--- config.mk ---
export PLATFORM = sky130hd
export DESIGN_NAME = round_robin_process_table
export DESIGN_NICKNAME = d
export VERILOG_FILES = /design/src/rtl/rrpt_pkg.sv /design/src/rtl/rrpt_cell.sv /design/src/rtl/rrpt_head.sv /design/src/rtl/round_robin_process_table.sv
export SDC_FILE = /design/constraint.sdc
export NUM_CORES = 1
export LEC_CHECK = 0
export ABC_AREA = 1
export BUFFER_PORTS_ARGS = -buffer_cell sky130_fd_sc_hd__buf_2
export CAP_MARGIN = 20
export CORE_MARGIN = 2
export CORE_UTILIZATION = 50
export CTS_CLUSTER_SIZE = 10
export DETAILED_ROUTE_END_ITERATION = 6
export GPL_TIMING_DRIVEN = 0
export PLACE_DENSITY = 0.73
export SLEW_MARGIN = 5
export SYNTH_ARGS = -nofsm -noshare
export SYNTH_HDL_FRONTEND = slang
export SYNTH_SLANG_ARGS = --single-unit
--- constraint.sdc ---
create_clock -name clock -period 4.33 [get_ports clock]
set_clock_uncertainty 0.05 [all_clocks]
set_input_delay 0.866 -clock clock [delete_from_list [all_inputs] [get_ports clock]]
set_output_delay 0.866 -clock clock [all_outputs]
set_load 0.05 [all_outputs]
--- src/rtl/rrpt_pkg.sv ---
// ----------------------------------------------------------------------------
// rrpt_pkg - shared types and constants of the round-robin process table
// Slot record layout, operation and status codes, job and verdict bundles.
// ----------------------------------------------------------------------------
package rrpt_pkg;

   localparam int SLOT_COUNT = 8;
   localparam int SLOT_W     = (SLOT_COUNT > 1) ? $clog2(SLOT_COUNT) : 1;

   localparam logic [15:0] SP_RESET = 16'hff00;

   typedef enum logic [1:0] {
      ST_FREE    = 2'd0,
      ST_READY   = 2'd1,
      ST_WAITING = 2'd2
   } slot_state_type;

   typedef enum logic [2:0] {
      OP_TICK      = 3'd0,
      OP_SPAWN     = 3'd1,
      OP_KILL      = 3'd2,
      OP_WAIT      = 3'd3,
      OP_TERMINATE = 3'd4
   } op_type;

   typedef enum logic [1:0] {
      STAT_OK         = 2'd0,
      STAT_NO_READY   = 2'd1,
      STAT_FULL       = 2'd2,
      STAT_NO_CURRENT = 2'd3
   } status_type;

   typedef struct packed {
      slot_state_type      state;
      logic [15:0]         sp;
      logic [SLOT_W-1:0]   wf;
   } slot_rec_type;

   // One accepted item plus the scheduler context it runs against.
   typedef struct packed {
      op_type              op;
      logic [SLOT_W-1:0]   target_id;
      logic                target_ok;
      logic [15:0]         sp_in;
      logic [SLOT_W-1:0]   cur_slot;
      logic                cur_valid;
      logic [SLOT_W:0]     scan_start;
   } job_type;

   typedef struct packed {
      status_type          status;
      logic                named;
      logic [SLOT_W-1:0]   slot;
      logic [15:0]         sp;
   } verdict_type;

   // Segment of a slot: (slot+2)*0x1000, low 16 bits.
   function automatic logic [15:0] seg_of(input logic [SLOT_W-1:0] slot);
      logic [SLOT_W:0] s2;
      logic [31:0]     w;
      s2 = {1'b0, slot} + (SLOT_W+1)'(2);
      w  = 32'(s2) << 12;
      return w[15:0];
   endfunction

   // Low three bits of a slot number.
   function automatic logic [2:0] slot_bits(input logic [SLOT_W-1:0] slot);
      logic [31:0] w;
      w = 32'(slot);
      return w[2:0];
   endfunction

endpackage

--- src/rtl/rrpt_cell.sv ---
// ----------------------------------------------------------------------------
// rrpt_cell - one link of the slot ring
// Holds one slot record and takes its neighbour's record on each shift.
// ----------------------------------------------------------------------------
module rrpt_cell (
   input  logic                 clock,
   input  logic                 reset,
   input  logic                 shift_en,
   input  rrpt_pkg::slot_rec_type nbr_rec,
   output rrpt_pkg::slot_rec_type rec
);

   rrpt_pkg::slot_rec_type rec_ff;
   rrpt_pkg::slot_rec_type rec_in;

   always_comb begin
      rec_in = shift_en ? nbr_rec : rec_ff;
   end

   always_ff @(posedge clock) begin
      if (reset) begin
         rec_ff.state <= rrpt_pkg::ST_FREE;
         rec_ff.sp    <= rrpt_pkg::SP_RESET;
         rec_ff.wf    <= '0;
      end else begin
         rec_ff <= rec_in;
      end
   end

   assign rec = rec_ff;

endmodule

--- src/rtl/rrpt_head.sv ---
// ----------------------------------------------------------------------------
// rrpt_head - edit and search stage at the ring's exit
// Edits the record leaving cell 0 for the current item and tracks the
// round-robin and lowest-free searches over one revolution.
// ----------------------------------------------------------------------------
module rrpt_head (
   input  logic                         clock,
   input  logic                         reset,
   input  logic                         clear,
   input  logic                         step_en,
   input  rrpt_pkg::job_type            job,
   input  logic [rrpt_pkg::SLOT_W-1:0]  step,
   input  logic [15:0]                  init_sp,
   input  rrpt_pkg::slot_rec_type       rec_from_ring,
   output rrpt_pkg::slot_rec_type       rec_to_ring,
   output rrpt_pkg::verdict_type        verdict
);

   logic                        first_hit_ff, first_hit_in;
   logic [rrpt_pkg::SLOT_W-1:0] first_slot_ff, first_slot_in;
   logic [15:0]                 first_sp_ff, first_sp_in;
   logic                        after_hit_ff, after_hit_in;
   logic [rrpt_pkg::SLOT_W-1:0] after_slot_ff, after_slot_in;
   logic [15:0]                 after_sp_ff, after_sp_in;
   logic                        cur_ok_ff, cur_ok_in;

   logic                        is_cur;
   logic                        is_ready;
   logic                        is_free;
   logic [rrpt_pkg::SLOT_W-1:0] victim;
   logic                        victim_ok;

   assign is_cur   = job.cur_valid && (step == job.cur_slot);
   assign is_ready = (rec_from_ring.state == rrpt_pkg::ST_READY);
   assign is_free  = (rec_from_ring.state == rrpt_pkg::ST_FREE);
   assign victim    = (job.op == rrpt_pkg::OP_TERMINATE) ? job.cur_slot : job.target_id;
   assign victim_ok = (job.op == rrpt_pkg::OP_TERMINATE) ? job.cur_valid : job.target_ok;

   // record edit
   always_comb begin
      rec_to_ring = rec_from_ring;
      case (job.op) inside
         rrpt_pkg::OP_TICK: begin
            if (is_cur) rec_to_ring.sp = job.sp_in;
         end
         rrpt_pkg::OP_SPAWN: begin
            if (!first_hit_ff && is_free) begin
               rec_to_ring.state = rrpt_pkg::ST_READY;
               rec_to_ring.sp    = init_sp;
            end
         end
         rrpt_pkg::OP_KILL, rrpt_pkg::OP_TERMINATE: begin
            if (victim_ok) begin
               if (step == victim) begin
                  rec_to_ring.state = rrpt_pkg::ST_FREE;
               end else if (rec_from_ring.state == rrpt_pkg::ST_WAITING &&
                            rec_from_ring.wf == victim) begin
                  rec_to_ring.state = rrpt_pkg::ST_READY;
               end
            end
         end
         rrpt_pkg::OP_WAIT: begin
            if (is_cur && is_ready && job.target_ok) begin
               rec_to_ring.state = rrpt_pkg::ST_WAITING;
               rec_to_ring.wf    = job.target_id;
            end
         end
         default: begin
         end
      endcase
   end

   // search bookkeeping
   always_comb begin
      first_hit_in  = first_hit_ff;
      first_slot_in = first_slot_ff;
      first_sp_in   = first_sp_ff;
      after_hit_in  = after_hit_ff;
      after_slot_in = after_slot_ff;
      after_sp_in   = after_sp_ff;
      cur_ok_in     = cur_ok_ff;
      if (clear) begin
         first_hit_in = 1'b0;
         after_hit_in = 1'b0;
         cur_ok_in    = 1'b0;
      end else if (step_en) begin
         case (job.op) inside
            rrpt_pkg::OP_TICK: begin
               if (is_ready && !first_hit_ff) begin
                  first_hit_in  = 1'b1;
                  first_slot_in = step;
                  first_sp_in   = rec_to_ring.sp;
               end
               if (is_ready && !after_hit_ff && ({1'b0, step} >= job.scan_start)) begin
                  after_hit_in  = 1'b1;
                  after_slot_in = step;
                  after_sp_in   = rec_to_ring.sp;
               end
            end
            rrpt_pkg::OP_SPAWN: begin
               if (is_free && !first_hit_ff) begin
                  first_hit_in  = 1'b1;
                  first_slot_in = step;
                  first_sp_in   = init_sp;
               end
            end
            rrpt_pkg::OP_WAIT: begin
               if (is_cur && is_ready) cur_ok_in = 1'b1;
            end
            default: begin
            end
         endcase
      end
   end

   always_ff @(posedge clock) begin
      if (reset) begin
         first_hit_ff <= 1'b0;
         after_hit_ff <= 1'b0;
         cur_ok_ff    <= 1'b0;
      end else begin
         first_hit_ff <= first_hit_in;
         after_hit_ff <= after_hit_in;
         cur_ok_ff    <= cur_ok_in;
      end
   end

   always_ff @(posedge clock) begin
      first_slot_ff <= first_slot_in;
      first_sp_ff   <= first_sp_in;
      after_slot_ff <= after_slot_in;
      after_sp_ff   <= after_sp_in;
   end

   // final answer, valid once the revolution is complete
   always_comb begin
      verdict.status = rrpt_pkg::STAT_OK;
      verdict.named  = 1'b0;
      verdict.slot   = first_slot_ff;
      verdict.sp     = first_sp_ff;
      case (job.op) inside
         rrpt_pkg::OP_TICK: begin
            if (after_hit_ff) begin
               verdict.named = 1'b1;
               verdict.slot  = after_slot_ff;
               verdict.sp    = after_sp_ff;
            end else if (first_hit_ff) begin
               verdict.named = 1'b1;
            end else begin
               verdict.status = rrpt_pkg::STAT_NO_READY;
            end
         end
         rrpt_pkg::OP_SPAWN: begin
            if (first_hit_ff) verdict.named = 1'b1;
            else verdict.status = rrpt_pkg::STAT_FULL;
         end
         rrpt_pkg::OP_WAIT: begin
            if (!cur_ok_ff) verdict.status = rrpt_pkg::STAT_NO_CURRENT;
         end
         rrpt_pkg::OP_TERMINATE: begin
            if (!job.cur_valid) verdict.status = rrpt_pkg::STAT_NO_CURRENT;
         end
         default: begin
         end
      endcase
   end

endmodule

--- src/rtl/round_robin_process_table.sv ---
// ----------------------------------------------------------------------------
// round_robin_process_table - eight-slot round-robin process table
// Ring of slot cells rotated past an edit/search head, one item at a time.
// ----------------------------------------------------------------------------
// Each item runs from its accept cycle through one ring revolution, in which
// each slot record passes the head once, to a done state that hands the
// result to the output register; the next item is taken only after that.
// The ring's single exit point passes one record per cycle during a sweep.
// req_ready is high whenever no item is in progress, even while a result
// still sits in the output register; an item finished while that register
// is full waits in place. initial_stack_pointer answers at byte addresses
// 0 to 3 (resets to 0xff00); other addresses read zero and ignore writes.
// The table itself resets to all slots free with no current process.
module round_robin_process_table (
   input  logic        clock,
   input  logic        reset,

   input  logic        req_valid,
   output logic        req_ready,
   input  logic [2:0]  req_operation,
   input  logic [2:0]  req_target_slot,
   input  logic [15:0] req_stack_pointer_in,

   output logic        rsp_valid,
   input  logic        rsp_ready,
   output logic [1:0]  rsp_status,
   output logic [2:0]  rsp_result_slot,
   output logic [15:0] rsp_segment_out,
   output logic [15:0] rsp_stack_pointer_out,

   input  logic        csr_psel,
   input  logic        csr_penable,
   input  logic        csr_pwrite,
   input  logic [2:0]  csr_paddr,
   input  logic [31:0] csr_pwdata,
   output logic [31:0] csr_prdata,
   output logic        csr_pready
);

   localparam int SW = rrpt_pkg::SLOT_W;
   localparam logic [SW-1:0] LAST_STEP = SW'(rrpt_pkg::SLOT_COUNT - 1);
   localparam logic CSR_IDX_INIT_SP = 1'b0;   // word index of the one register

   typedef enum logic [2:0] {
      S_IDLE  = 3'b001,
      S_SWEEP = 3'b010,
      S_DONE  = 3'b100
   } fsm_type;

   fsm_type state_ff, state_in;
   logic [SW-1:0] step_ff, step_in;

   rrpt_pkg::job_type job_ff, job_in;

   logic [SW-1:0] cur_slot_ff, cur_slot_in;
   logic          cur_valid_ff, cur_valid_in;

   logic [15:0]   init_sp_ff, init_sp_in;

   logic          rsp_valid_ff, rsp_valid_in;
   logic [1:0]    rsp_status_ff, rsp_status_in;
   logic [2:0]    rsp_slot_ff, rsp_slot_in;
   logic [15:0]   rsp_seg_ff, rsp_seg_in;
   logic [15:0]   rsp_sp_ff, rsp_sp_in;

   logic          accept;
   logic          sweeping;
   logic          deliver;
   logic          csr_wr;

   rrpt_pkg::slot_rec_type ring [rrpt_pkg::SLOT_COUNT];
   rrpt_pkg::slot_rec_type head_out;
   rrpt_pkg::verdict_type  verdict;

   // ---- handshakes ---------------------------------------------------------
   assign req_ready = (state_ff == S_IDLE);
   assign accept    = req_valid && req_ready;
   assign sweeping  = (state_ff == S_SWEEP);
   // finished item moves out once the output register is free or emptying
   assign deliver   = (state_ff == S_DONE) && (!rsp_valid_ff || rsp_ready);

   // ---- configuration port -------------------------------------------------
   assign csr_pready = 1'b1;
   assign csr_wr     = csr_psel && csr_penable && csr_pwrite &&
                       (csr_paddr[2] == CSR_IDX_INIT_SP);
   assign init_sp_in = csr_wr ? csr_pwdata[15:0] : init_sp_ff;
   assign csr_prdata = (csr_paddr[2] == CSR_IDX_INIT_SP) ? {16'd0, init_sp_ff} : 32'd0;

   // ---- sequencer ----------------------------------------------------------
   always_comb begin
      state_in = state_ff;
      step_in  = step_ff;
      unique case (state_ff)
         S_IDLE: begin
            step_in = '0;
            if (accept) state_in = S_SWEEP;
         end
         S_SWEEP: begin
            // record of slot step_ff sits at the ring exit this cycle
            if (step_ff == LAST_STEP) begin
               step_in  = '0;
               state_in = S_DONE;
            end else begin
               step_in = step_ff + SW'(1);
            end
         end
         S_DONE: begin
            if (deliver) state_in = S_IDLE;
         end
         default: begin
            state_in = S_IDLE;
         end
      endcase
   end

   // capture the item together with the scheduler context it runs against
   always_comb begin
      job_in = job_ff;
      if (accept) begin
         job_in.op         = rrpt_pkg::op_type'(req_operation);
         job_in.target_id  = SW'(req_target_slot);
         job_in.target_ok  = (32'(req_target_slot) < rrpt_pkg::SLOT_COUNT);
         job_in.sp_in      = req_stack_pointer_in;
         job_in.cur_slot   = cur_slot_ff;
         job_in.cur_valid  = cur_valid_ff;
         // round-robin scan starts just past the running slot
         job_in.scan_start = cur_valid_ff ? ({1'b0, cur_slot_ff} + (SW+1)'(1)) : '0;
      end
   end

   // a successful tick makes the chosen slot current
   always_comb begin
      cur_slot_in  = cur_slot_ff;
      cur_valid_in = cur_valid_ff;
      if (deliver && job_ff.op == rrpt_pkg::OP_TICK && verdict.named) begin
         cur_slot_in  = verdict.slot;
         cur_valid_in = 1'b1;
      end
   end

   // ---- output register ----------------------------------------------------
   always_comb begin
      rsp_valid_in  = rsp_valid_ff;
      rsp_status_in = rsp_status_ff;
      rsp_slot_in   = rsp_slot_ff;
      rsp_seg_in    = rsp_seg_ff;
      rsp_sp_in     = rsp_sp_ff;
      if (deliver) begin
         rsp_valid_in  = 1'b1;
         rsp_status_in = verdict.status;
         // fields that name no slot read zero
         rsp_slot_in   = verdict.named ? rrpt_pkg::slot_bits(verdict.slot) : 3'd0;
         rsp_seg_in    = verdict.named ? rrpt_pkg::seg_of(verdict.slot) : 16'd0;
         rsp_sp_in     = verdict.named ? verdict.sp : 16'd0;
      end else if (rsp_valid_ff && rsp_ready) begin
         rsp_valid_in = 1'b0;
      end
   end

   assign rsp_valid             = rsp_valid_ff;
   assign rsp_status            = rsp_status_ff;
   assign rsp_result_slot       = rsp_slot_ff;
   assign rsp_segment_out       = rsp_seg_ff;
   assign rsp_stack_pointer_out = rsp_sp_ff;

   // ---- registers ----------------------------------------------------------
   always_ff @(posedge clock) begin
      if (reset) begin
         state_ff     <= S_IDLE;
         step_ff      <= '0;
         cur_slot_ff  <= '0;
         cur_valid_ff <= 1'b0;
         init_sp_ff   <= rrpt_pkg::SP_RESET;
         rsp_valid_ff <= 1'b0;
      end else begin
         state_ff     <= state_in;
         step_ff      <= step_in;
         cur_slot_ff  <= cur_slot_in;
         cur_valid_ff <= cur_valid_in;
         init_sp_ff   <= init_sp_in;
         rsp_valid_ff <= rsp_valid_in;
      end
   end

   always_ff @(posedge clock) begin
      job_ff        <= job_in;
      rsp_status_ff <= rsp_status_in;
      rsp_slot_ff   <= rsp_slot_in;
      rsp_seg_ff    <= rsp_seg_in;
      rsp_sp_ff     <= rsp_sp_in;
   end

   // ---- slot ring ----------------------------------------------------------
   // At rest cell k holds slot k. During a sweep every cell takes its upper
   // neighbour's record and the last cell takes the head's edited record, so
   // after one full revolution every record is back home.
   for (genvar g = 0; g < rrpt_pkg::SLOT_COUNT; g++) begin : g_ring
      rrpt_pkg::slot_rec_type nbr;
      if (g == rrpt_pkg::SLOT_COUNT - 1) begin : g_tail
         assign nbr = head_out;
      end else begin : g_link
         assign nbr = ring[g+1];
      end
      rrpt_cell u_cell (
         .clock    (clock),
         .reset    (reset),
         .shift_en (sweeping),
         .nbr_rec  (nbr),
         .rec      (ring[g])
      );
   end

   rrpt_head u_head (
      .clock         (clock),
      .reset         (reset),
      .clear         (accept),
      .step_en       (sweeping),
      .job           (job_ff),
      .step          (step_ff),
      .init_sp       (init_sp_ff),
      .rec_from_ring (ring[0]),
      .rec_to_ring   (head_out),
      .verdict       (verdict)
   );

   // ---- assertions ---------------------------------------------------------
   a_accept_starts_sweep: assert property (@(posedge clock) disable iff (reset)
      accept |=> (state_ff == S_SWEEP) && (step_ff == '0))
      else $error("accepted item did not start a ring sweep");

   a_sweep_ends_in_done: assert property (@(posedge clock) disable iff (reset)
      (sweeping && step_ff == LAST_STEP) |=> (state_ff == S_DONE))
      else $error("ring sweep did not end after one revolution");

   a_result_from_done: assert property (@(posedge clock) disable iff (reset)
      $rose(rsp_valid_ff) |-> $past(state_ff == S_DONE))
      else $error("result appeared without a finished item");

   a_current_sticks: assert property (@(posedge clock) disable iff (reset)
      cur_valid_ff |=> cur_valid_ff)
      else $error("current process marker dropped");

   a_idle_step_home: assert property (@(posedge clock) disable iff (reset)
      (state_ff == S_IDLE) |-> (step_ff == '0))
      else $error("ring not at rest while idle");

endmodule

==> flow_summary.yaml, run 1 <==
outcome:
  status: "completed"
hold_path:
  hold_path.class: "reg2reg"
  hold-path-endpoint: "g_ring[1].u_cell.rec[2]"
  worst_hold_startpoint: "g_ring[2].u_cell.rec[2]"
  hold-path-cell-count: 2
clock_tree:
  cts-resized-gates: 0
  path_clk_slew_ns: 0.05
  clockBufferDepth: 3
  cts_tree: "yes"
  cts-buffers-inserted: 35
  post_cts.repair.setup_buffers: 0
  htreeDepth: 2
  tritoncts_num_sinks: 290
  clockRootBuffer: "sky130_fd_sc_hd__clkbuf_16"
  cts.hold.buffers_added: 0
  clock_latency_ns: 0.51
route:
  via_count: 9192
  detail_route.vias_per_cell: 5.06
  dr.pass1.iters: 5
  drt_first_iter_violations: 730
  remaining_drc_errors: 0
  drt-total-wl_um: 26500
  routedWlPerCell_um: 14.6
  ant_nets: 0
final_layout:
  area_delta_synth_final_pct: 16.8
  post_layout_nonfiller_instances: 1817
  fillerInstances: 1959
  layout_commonest_cell: "sky130_fd_sc_hd__nand2_1"
  mostFrequentLayoutCells: "sky130_fd_sc_hd__nand2_1, sky130_fd_sc_hd__dfxtp_1, sky130_fd_sc_hd__a21oi_1"
  layout-drive-gt1-share_pct: 14.1
  final_net_count: 1584
  antenna_diode_instance_count: 0
power_and_ir_drop:
  power-per-cell-area_mw_per_mm2: 574
  design_power_total_uw: 7770
  power.static_leakage_uw: 0.00581
  worst_ir_drop_vdd_v: 0.000287
timing:
  totalNegativeSetupSlack_ns: 0
  final_critical_path_setup_slack_ns: 1.63
  grt_setup_unrepaired: "no"
  final_period_minus_worst_setup_slack_ns: 2.70
  setup_viol_count_final: 0
  final_max_slew_viol_count: 0
  maxClockFrequency_mhz: 371
  finalHoldViolCount: 0
  tightestPinTransition_ns: 0.762
  relative_slew_slack_pct: 49.2
  final.period_utilization_pct: 62.3
synthesis:
  synthDistinctLibCells: 36
  post_synth.cell_area_avg_sq_um: 8.53
  synthesis.area_sq_mm: 0.0116
  syn_inst: 1358
  sequential_to_total_area_share_from_yosys_stat_pct: 58.1
  count_of_state_elements_after_synthesis: 290
  ys.warnings.count: 0
  post-synth-top-area-fraction_pct: 34.2
  netlist_top_cells_area: "sky130_fd_sc_hd__dfxtp_1, sky130_fd_sc_hd__edfxtp_1, sky130_fd_sc_hd__nand2_1"
  netlist.top_cell.by_area: "sky130_fd_sc_hd__dfxtp_1"
global_route:
  track_usage_pct: 21.5
  first_global_vias: 8378
  global_route_wire_length_before_repair_um: 42000
  grt_remaining_overflow: 0
  antenna_violations_before_repair: 0
  maximum_number_of_pins_on_one_net_before_global_route_repair: 20
setup_path:
  worstPathMaxFanout: 10
  setup.worst_path.end_class: "output port"
  reg2reg_depth: 5
  critPathLaunchType: "input port"
  r2r_setup_slack_ns: 1.69
  path_class: "in2out"
  cp.required_ns: 3.41
  critical_path.reg2reg.endpoint: "u_head.first_sp_ff[6]"
  critical_path.reg2reg.startpoint: "state_ff[1]"
  cp_data_arrival_time_ns: 1.78
die:
  fp.coreArea_sq_mm: 0.0227
  die_h_um: 156
  floorplan.rows: 55
  dieArea_sq_mm: 0.0244
  boundaryPins: 136
  start_util_pct: 51.0
  die_width_um: 156
placed_design:
  gp_congestion: 0.860
  dp_hpwl_um: 19200
  place_inst: 1761
  placement.io_buffers: 86
  dp_worst_setup_slack_ns: 1.57
job:
  max_cap_violations: 0
## synthesized netlist by cell type (all sizes together)
cell / count
a2111oi: 1
a21oi: 134
and3: 1
buf: 65
clkbuf: 43
conb: 2
dfxtp: 198
edfxtp: 92
ha: 7
inv: 106
nand2: 418
nand3: 79
nand3b: 2
nand4: 1
nor2: 67
nor3: 5
nor4: 2
o211ai: 11
o21ai: 111
o21bai: 8
or2: 3
xnor2: 1
xor2: 1
## metal layers
layer | track usage (%) | part of all wire, % | up-vias | wire length (um)
li1 | - | - | 4686 | -
met5 | 0 | 0 | - | 0
met1 | 28.5 | 45 | 4196 | 12000
met4 | 7.34 | 2.5 | 0 | 658
met3 | 3.58 | 5.6 | 43 | 1480
met2 | 36.0 | 47 | 267 | 12300
## power by group
| group | total [uW] | internal (uW) | leakage (uW) | switching, uW |
|---|---|---|---|---|
| Clock | 2540 | 1500 | 0.000470 | 1040 |
| Combinational | 1780 | 540 | 0.00288 | 1240 |
| Sequential | 3450 | 3240 | 0.00246 | 215 |
| Total | 7770 | 5270 | 0.00581 | 2490 |
## cells by family after synthesis
logic type,synth area share (%)
AND/OR/NAND/NOR,20.4
flip-flops,58.1
AO/OA/AOI/OAI,12.0
buffers and inverters,8.48
adder cells (fa/ha/maj),0.756
XOR/XNOR,0.151
other,0.0649
## final cells by class
cell class / instances / area, sq um / share of cell area [%]
Inverter: 106 / 400 / 2.96
Sequential cell: 290 / 6730 / 49.7
Timing Repair Buffer: 91 / 495 / 3.66
Clock buffer: 52 / 940 / 6.95
Multi-Input combinational cell: 881 / 3990 / 29.5
Buffer: 108 / 582 / 4.30
Tap cell: 285 / 357 / 2.64
Clock inverter: 4 / 35.0 / 0.259
## through the flow
step | utilization [%] | area, sq um | hold slack (ns)
floorplan | - | 11700 | 0.379
global placement | 54.9 | 12500 | 0.386
detailed placement | 55.3 | 12500 | 0.394
CTS | 59.5 | 13500 | 0.400
global route | 59.5 | 13500 | 0.405
finish | 59.5 | 13500 | 0.399
## flip-flops by register name, summed over array words and instances, names as in the netlist, 3 cells and up
signal / count
rsp_result_slot: 3
cur_slot_ff: 3
init_sp_ff: 16
step_ff: 3
job_ff: 30
rsp_stack_pointer_out: 16
state_ff: 3
u_head.first_slot_ff: 3
u_head.after_sp_ff: 16
g_ring.u_cell.rec: 168
rsp_segment_out: 3
u_head.after_slot_ff: 3
u_head.first_sp_ff: 16
## how the worst max path moves through the flow
stage / startpoint / end
after floorplan: rsp_ready / cur_slot_ff[0]
after global placement: rsp_ready / cur_slot_ff[1]
after detailed placement: csr_paddr[2] / csr_prdata[14]
after CTS: csr_paddr[2] / csr_prdata[14]
after global routing: csr_paddr[2] / csr_prdata[9]
final: csr_paddr[2] / csr_prdata[10]
## worst max-delay path, stage by stage
cell and delay [ns]:
sky130_fd_sc_hd__buf_2 0.16, sky130_fd_sc_hd__clkbuf_1 0.42, sky130_fd_sc_hd__nor2_1 0.10, sky130_fd_sc_hd__buf_2 0.23
No activity file was read; power rests on OpenSTA's default activity.
==> run 2: changes to the inputs <==
- PLACE_DENSITY: 0.73 -> 0.7
- clock period: 4.33 -> 2.8 ns (I/O delays scaled with it)
==> flow_summary.yaml, run 2 (synthesis results as in run 1) <==
outcome:
  status: "completed"
timing:
  final_critical_path_setup_slack_ns: 0.299
  final_max_slew_viol_count: 0
  setup_viol_count_final: 0
  final.period_utilization_pct: 89.3
  final_period_minus_worst_setup_slack_ns: 2.50
  finalHoldViolCount: 0
  tightestPinTransition_ns: 0.864
  grt_setup_unrepaired: "no"
  relative_slew_slack_pct: 42.0
  totalNegativeSetupSlack_ns: 0
  maxClockFrequency_mhz: 400
setup_path:
  cp_data_arrival_time_ns: 2.62
  r2r_setup_slack_ns: 0.30
  setup.worst_path.end_class: "flip-flop"
  critPathLaunchType: "flip-flop"
  path_class: "reg2reg"
  cp.required_ns: 2.92
  worstPathMaxFanout: 19
final_layout:
  largest_reg_flops: 168
  sequential_cell_area_sq_mm: 0.00673
  fin_area_sq_mm: 0.0135
  final_net_count: 1582
  area_delta_synth_final_pct: 16.6
  layout-drive-gt1-share_pct: 13.9
  area_taken_by_multi_input_logic_gates_sq_mm: 0.00400
  antenna_diode_instance_count: 0
  fillerInstances: 2011
  mostFrequentLayoutCells: "sky130_fd_sc_hd__nand2_1, sky130_fd_sc_hd__dfxtp_1, sky130_fd_sc_hd__a21oi_1"
  layout_commonest_cell: "sky130_fd_sc_hd__nand2_1"
die:
  start_util_pct: 51.0
  fp.coreArea_sq_mm: 0.0227
  die_h_um: 156
  boundaryPins: 136
  dieArea_sq_mm: 0.0244
  floorplan.rows: 55
  die_width_um: 156
global_route:
  first_global_vias: 8338
  global_route_wire_length_before_repair_um: 41600
  grt_remaining_overflow: 0
  antenna_violations_before_repair: 0
  maximum_number_of_pins_on_one_net_before_global_route_repair: 20
  track_usage_pct: 21.3
placed_design:
  detailed_place.area_sq_mm: 0.0125
  dp_hpwl_um: 18900
  dp_worst_setup_slack_ns: 0.177
  gp_congestion: 0.858
  placement.io_buffers: 86
clock_tree:
  clock_latency_ns: 0.51
  clockRootBuffer: "sky130_fd_sc_hd__clkbuf_16"
  post_cts.repair.setup_buffers: 0
  cts_tree: "yes"
  path_clk_slew_ns: 0.06
  htreeDepth: 2
  clockBufferDepth: 3
  cts-buffers-inserted: 35
  cts.hold.buffers_added: 0
  tritoncts_num_sinks: 290
power_and_ir_drop:
  worst_ir_drop_vdd_v: 0.000466
  power-per-cell-area_mw_per_mm2: 887
  design_power_total_uw: 12000
  power.static_leakage_uw: 0.00578
route:
  routedWlPerCell_um: 14.5
  drt_first_iter_violations: 604
  via_count: 9215
  detail_route.vias_per_cell: 5.09
  dr.pass1.iters: 5
  ant_nets: 0
  drt-total-wl_um: 26200
  remaining_drc_errors: 0
hold_path:
  hold_path.class: "in2reg"
job:
  max_cap_violations: 0
-- run 2: cell count changes in the layout (fill, tap and decap cells not counted), sizes merged --
cell / previous run / this run
inv: 110 / 106
buf: 156 / 154
clkinv: 0 / 1
clkinvlp: 0 / 1
clkbuf: 95 / 94
-- run 2: area by class of cell --
type	count	share of cell area, %
buffer	108	4.31
clock buffer	51	6.93
clock inverter	2	0.130
inverter	106	2.99
multi-input combinational	881	29.6
sequential	290	49.8
tap	285	2.64
timing repair buffer	89	3.59
-- run 2: stage by stage --
stage | util (%) | hold slack (ns) | std cells
after floorplan | - | 0.379 | 1385
after global placement | 54.9 | 0.389 | 1756
after detailed placement | 55.2 | 0.390 | 1759
after CTS | 59.4 | 0.160 | 1812
after global routing | 59.5 | 0.161 | 1812
final | 59.5 | 0.175 | 1812
-- run 2: path summary, 6_finish.rpt --
path | startpoint | to | depth (start not counted)
min reg2reg | g_ring[5].u_cell.rec[16] | g_ring[4].u_cell.rec[16] | 2
min | req_stack_pointer_in[13] | job_ff[21] | 1
max | state_ff[2] | u_head.first_sp_ff[15] | 6
max reg2reg | state_ff[2] | u_head.first_sp_ff[15] | 6
-- run 2: metal layers --
layer,wire length (um),track usage (%)
met4,794,8.17
met3,1690,4.19
met2,11600,33.6
met1,12100,29.2
met5,0,0
-- run 2: critical path, cell delays in order (launching register included) --
cell	delay, ns
sky130_fd_sc_hd__dfxtp_1	0.33
sky130_fd_sc_hd__inv_1	0.14
sky130_fd_sc_hd__nand3_1	0.29
sky130_fd_sc_hd__inv_1	0.24
sky130_fd_sc_hd__clkbuf_1	0.49
sky130_fd_sc_hd__nand3_1	0.24
sky130_fd_sc_hd__clkinvlp_4	0.36
-- run 2: power by group --
| group | switching [uW] | internal (uW) | total [uW] |
|---|---|---|---|
| registers | 329 | 5000 | 5330 |
| clock network | 1600 | 2290 | 3890 |
| logic | 1920 | 834 | 2760 |
| total | 3850 | 8130 | 12000 |
-- run 2: repair_timing --
action                                 in CTS  in global routing
setup endpoints to repair                   0                 19
gates resized for setup                     0                  1
endpoints found under the hold margin       0                  0
==> run 3: changes to the inputs <==
- ABC_AREA: 1 -> default
==> flow_summary.yaml, run 3 <==
timing:
  relative_slew_slack_pct: 47.5
  grt_setup_unrepaired: "no"
  totalNegativeSetupSlack_ns: 0
  final.period_utilization_pct: 93.9
  setup_viol_count_final: 0
  maxClockFrequency_mhz: 380
  final_max_slew_viol_count: 0
  tightestPinTransition_ns: 0.781
  final_period_minus_worst_setup_slack_ns: 2.63
  finalHoldViolCount: 0
setup_path:
  cp_data_arrival_time_ns: 2.78
  crit_slowest_cell: "sky130_fd_sc_hd__or4_1"
  setup.worst_path.end_class: "flip-flop"
  critical_path.cell_chain: "buf_2 -> or3_1 -> clkbuf_1 -> or4_1 -> nor4_4 -> buf_6"
  path_class: "reg2reg"
  worstPathMaxFanout: 15
  worst_stage_delay_on_the_critical_path_ns: 0.49
  critPathLaunchType: "flip-flop"
  cp.required_ns: 2.95
global_route:
  antenna_violations_before_repair: 0
  track_usage_pct: 22.3
  grt_remaining_overflow: 0
  global_route_wire_length_before_repair_um: 43400
  maximum_number_of_pins_on_one_net_before_global_route_repair: 22
  first_global_vias: 8338
job:
  max_cap_violations: 0
route:
  drt-total-wl_um: 27600
  drt_first_iter_violations: 577
  ant_nets: 0
  remaining_drc_errors: 0
  routedWlPerCell_um: 15.9
  via_count: 8975
  dr.pass1.iters: 7
  detail_route.vias_per_cell: 5.18
clock_tree:
  tritoncts_num_sinks: 290
  clockBufferDepth: 3
  cts_tree: "yes"
  cts-resized-gates: 0
  htreeDepth: 2
  cts-buffers-inserted: 35
  post_cts.repair.setup_buffers: 0
  clockRootBuffer: "sky130_fd_sc_hd__clkbuf_16"
  clock_latency_ns: 0.50
  cts.hold.buffers_added: 0
  path_clk_slew_ns: 0.05
final_layout:
  layout-drive-gt1-share_pct: 12.4
  area_delta_synth_final_pct: 17.2
  post_layout_nonfiller_instances: 1734
  antenna_diode_instance_count: 0
  layout_commonest_cell: "sky130_fd_sc_hd__nand2_1"
  mostFrequentLayoutCells: "sky130_fd_sc_hd__nand2_1, sky130_fd_sc_hd__dfxtp_1, sky130_fd_sc_hd__a21oi_1"
  largest_reg_flops: 168
  final_net_count: 1470
placed_design:
  gp_congestion: 0.848
  dp_hpwl_um: 19700
  place_inst: 1681
  placement.io_buffers: 87
synthesis:
  syn_inst: 1245
  count_of_state_elements_after_synthesis: 290
  synth_common_cells: "sky130_fd_sc_hd__nand2_1, sky130_fd_sc_hd__dfxtp_1, sky130_fd_sc_hd__a21oi_1, sky130_fd_sc_hd__edfxtp_1, sky130_fd_sc_hd__clkbuf_1"
  netlist.top_cell.by_area: "sky130_fd_sc_hd__dfxtp_1"
  synth-main-ff-cell: "sky130_fd_sc_hd__dfxtp_1"
  synth-edff-count: 92
  post-synth-top-area-fraction_pct: 33.8
  asyncSetResetFlopFracSynth_pct: 0
  ys.warnings.count: 0
  post_synth.cell_area_avg_sq_um: 9.41
  synth_most_common_cell: "sky130_fd_sc_hd__nand2_1"
  sequential_to_total_area_share_from_yosys_stat_pct: 57.4
  netlist_top_cells_area: "sky130_fd_sc_hd__dfxtp_1, sky130_fd_sc_hd__edfxtp_1, sky130_fd_sc_hd__nand2_1"
  synthDistinctLibCells: 59
  synthesis.area_sq_mm: 0.0117
die:
  start_util_pct: 50.4
  boundaryPins: 136
  die_width_um: 157
  dieArea_sq_mm: 0.0247
  fp.coreArea_sq_mm: 0.0233
  die_h_um: 157
  floorplan.rows: 56
power_and_ir_drop:
  power.static_leakage_uw: 0.00538
  worst_ir_drop_vdd_v: 0.000343
  power-per-cell-area_mw_per_mm2: 684
hold_path:
  hold_path.class: "in2reg"
outcome:
  status: "completed"
## run 3: changes by cell type after synthesis, moves of 34 or more
cell | previous run | this run
sky130_fd_sc_hd__o21ai_0 | 68 | 21
sky130_fd_sc_hd__o21ai_1 | 40 | 0
sky130_fd_sc_hd__nand3b_1 | 2 | 66
sky130_fd_sc_hd__nand3_1 | 76 | 0
sky130_fd_sc_hd__nor2_1 | 64 | 30
sky130_fd_sc_hd__inv_1 | 98 | 14
## run 3: kinds of logic after synthesis
kind of cell,count (synthesis),share of synthesized area [%]
fa+ha+maj,7,0.747
mux,24,2.05
simple gates,551,21.6
xor+xnor,6,0.448
other cells,2,0.0641
compound gates,234,12.4
buf+inv,131,5.30
flops,290,57.4
## run 3: layout make-up
class                   instances  area (sq um)
multi-input cells             851          4490
flip-flops and latches        290          6730
repair buffers                 90           489
plain buffers                 117           568
clock buffers                  51           978
well taps                     319           399
clock inverters                 2          33.8
inverters                      14          52.6
fillers                      2029          9530
## run 3: critical path: cells and delay by family (launching register included)
kind                   cells  cell delay [ns]
buffers and inverters      3             0.66
flip-flops                 1             0.37
AND/OR/NAND/NOR            3             1.24
## run 3: per-stage QoR
stage	hold slack [ns]	power, uW	instance area [sq um]	setup slack (ns)	util (%)
6_report	0.186	9390	13700	0.170	59.0
5_1_grt	0.172	9690	13700	0.0221	59.0
4_1_cts	0.166	9450	13700	0.0643	59.0
3_5_place_dp	0.394	5400	12700	0.122	54.7
3_3_place_gp	0.386	5380	12700	-0.238	54.4
2_1_floorplan	0.377	5160	11800	0.186	-
## run 3: final timing paths
check                                             start                       to  slack, ns  depth (start not counted)
worst max-delay path                         job_ff[29]   u_head.after_sp_ff[14]       0.17                          6
worst min-delay path                 req_target_slot[2]               job_ff[27]       0.19                          1
worst max register to register               job_ff[29]   u_head.after_sp_ff[14]       0.17                          6
worst min register to register  g_ring[3].u_cell.rec[2]  g_ring[2].u_cell.rec[2]       0.40                          2
## run 3: power breakdown
group          switching (uW)  internal [uW]
clock                    1580           2480
combinational             522            251
sequential               91.8           4460
## run 3: per-layer routing
metal	routed length [um]	global-route usage (%)	vias to the layer above
li1	-	-	4462
met2	13100	37.6	253
met5	0	0	-
met1	12600	29.7	4220
met3	1420	3.72	40
met4	465	6.10	0
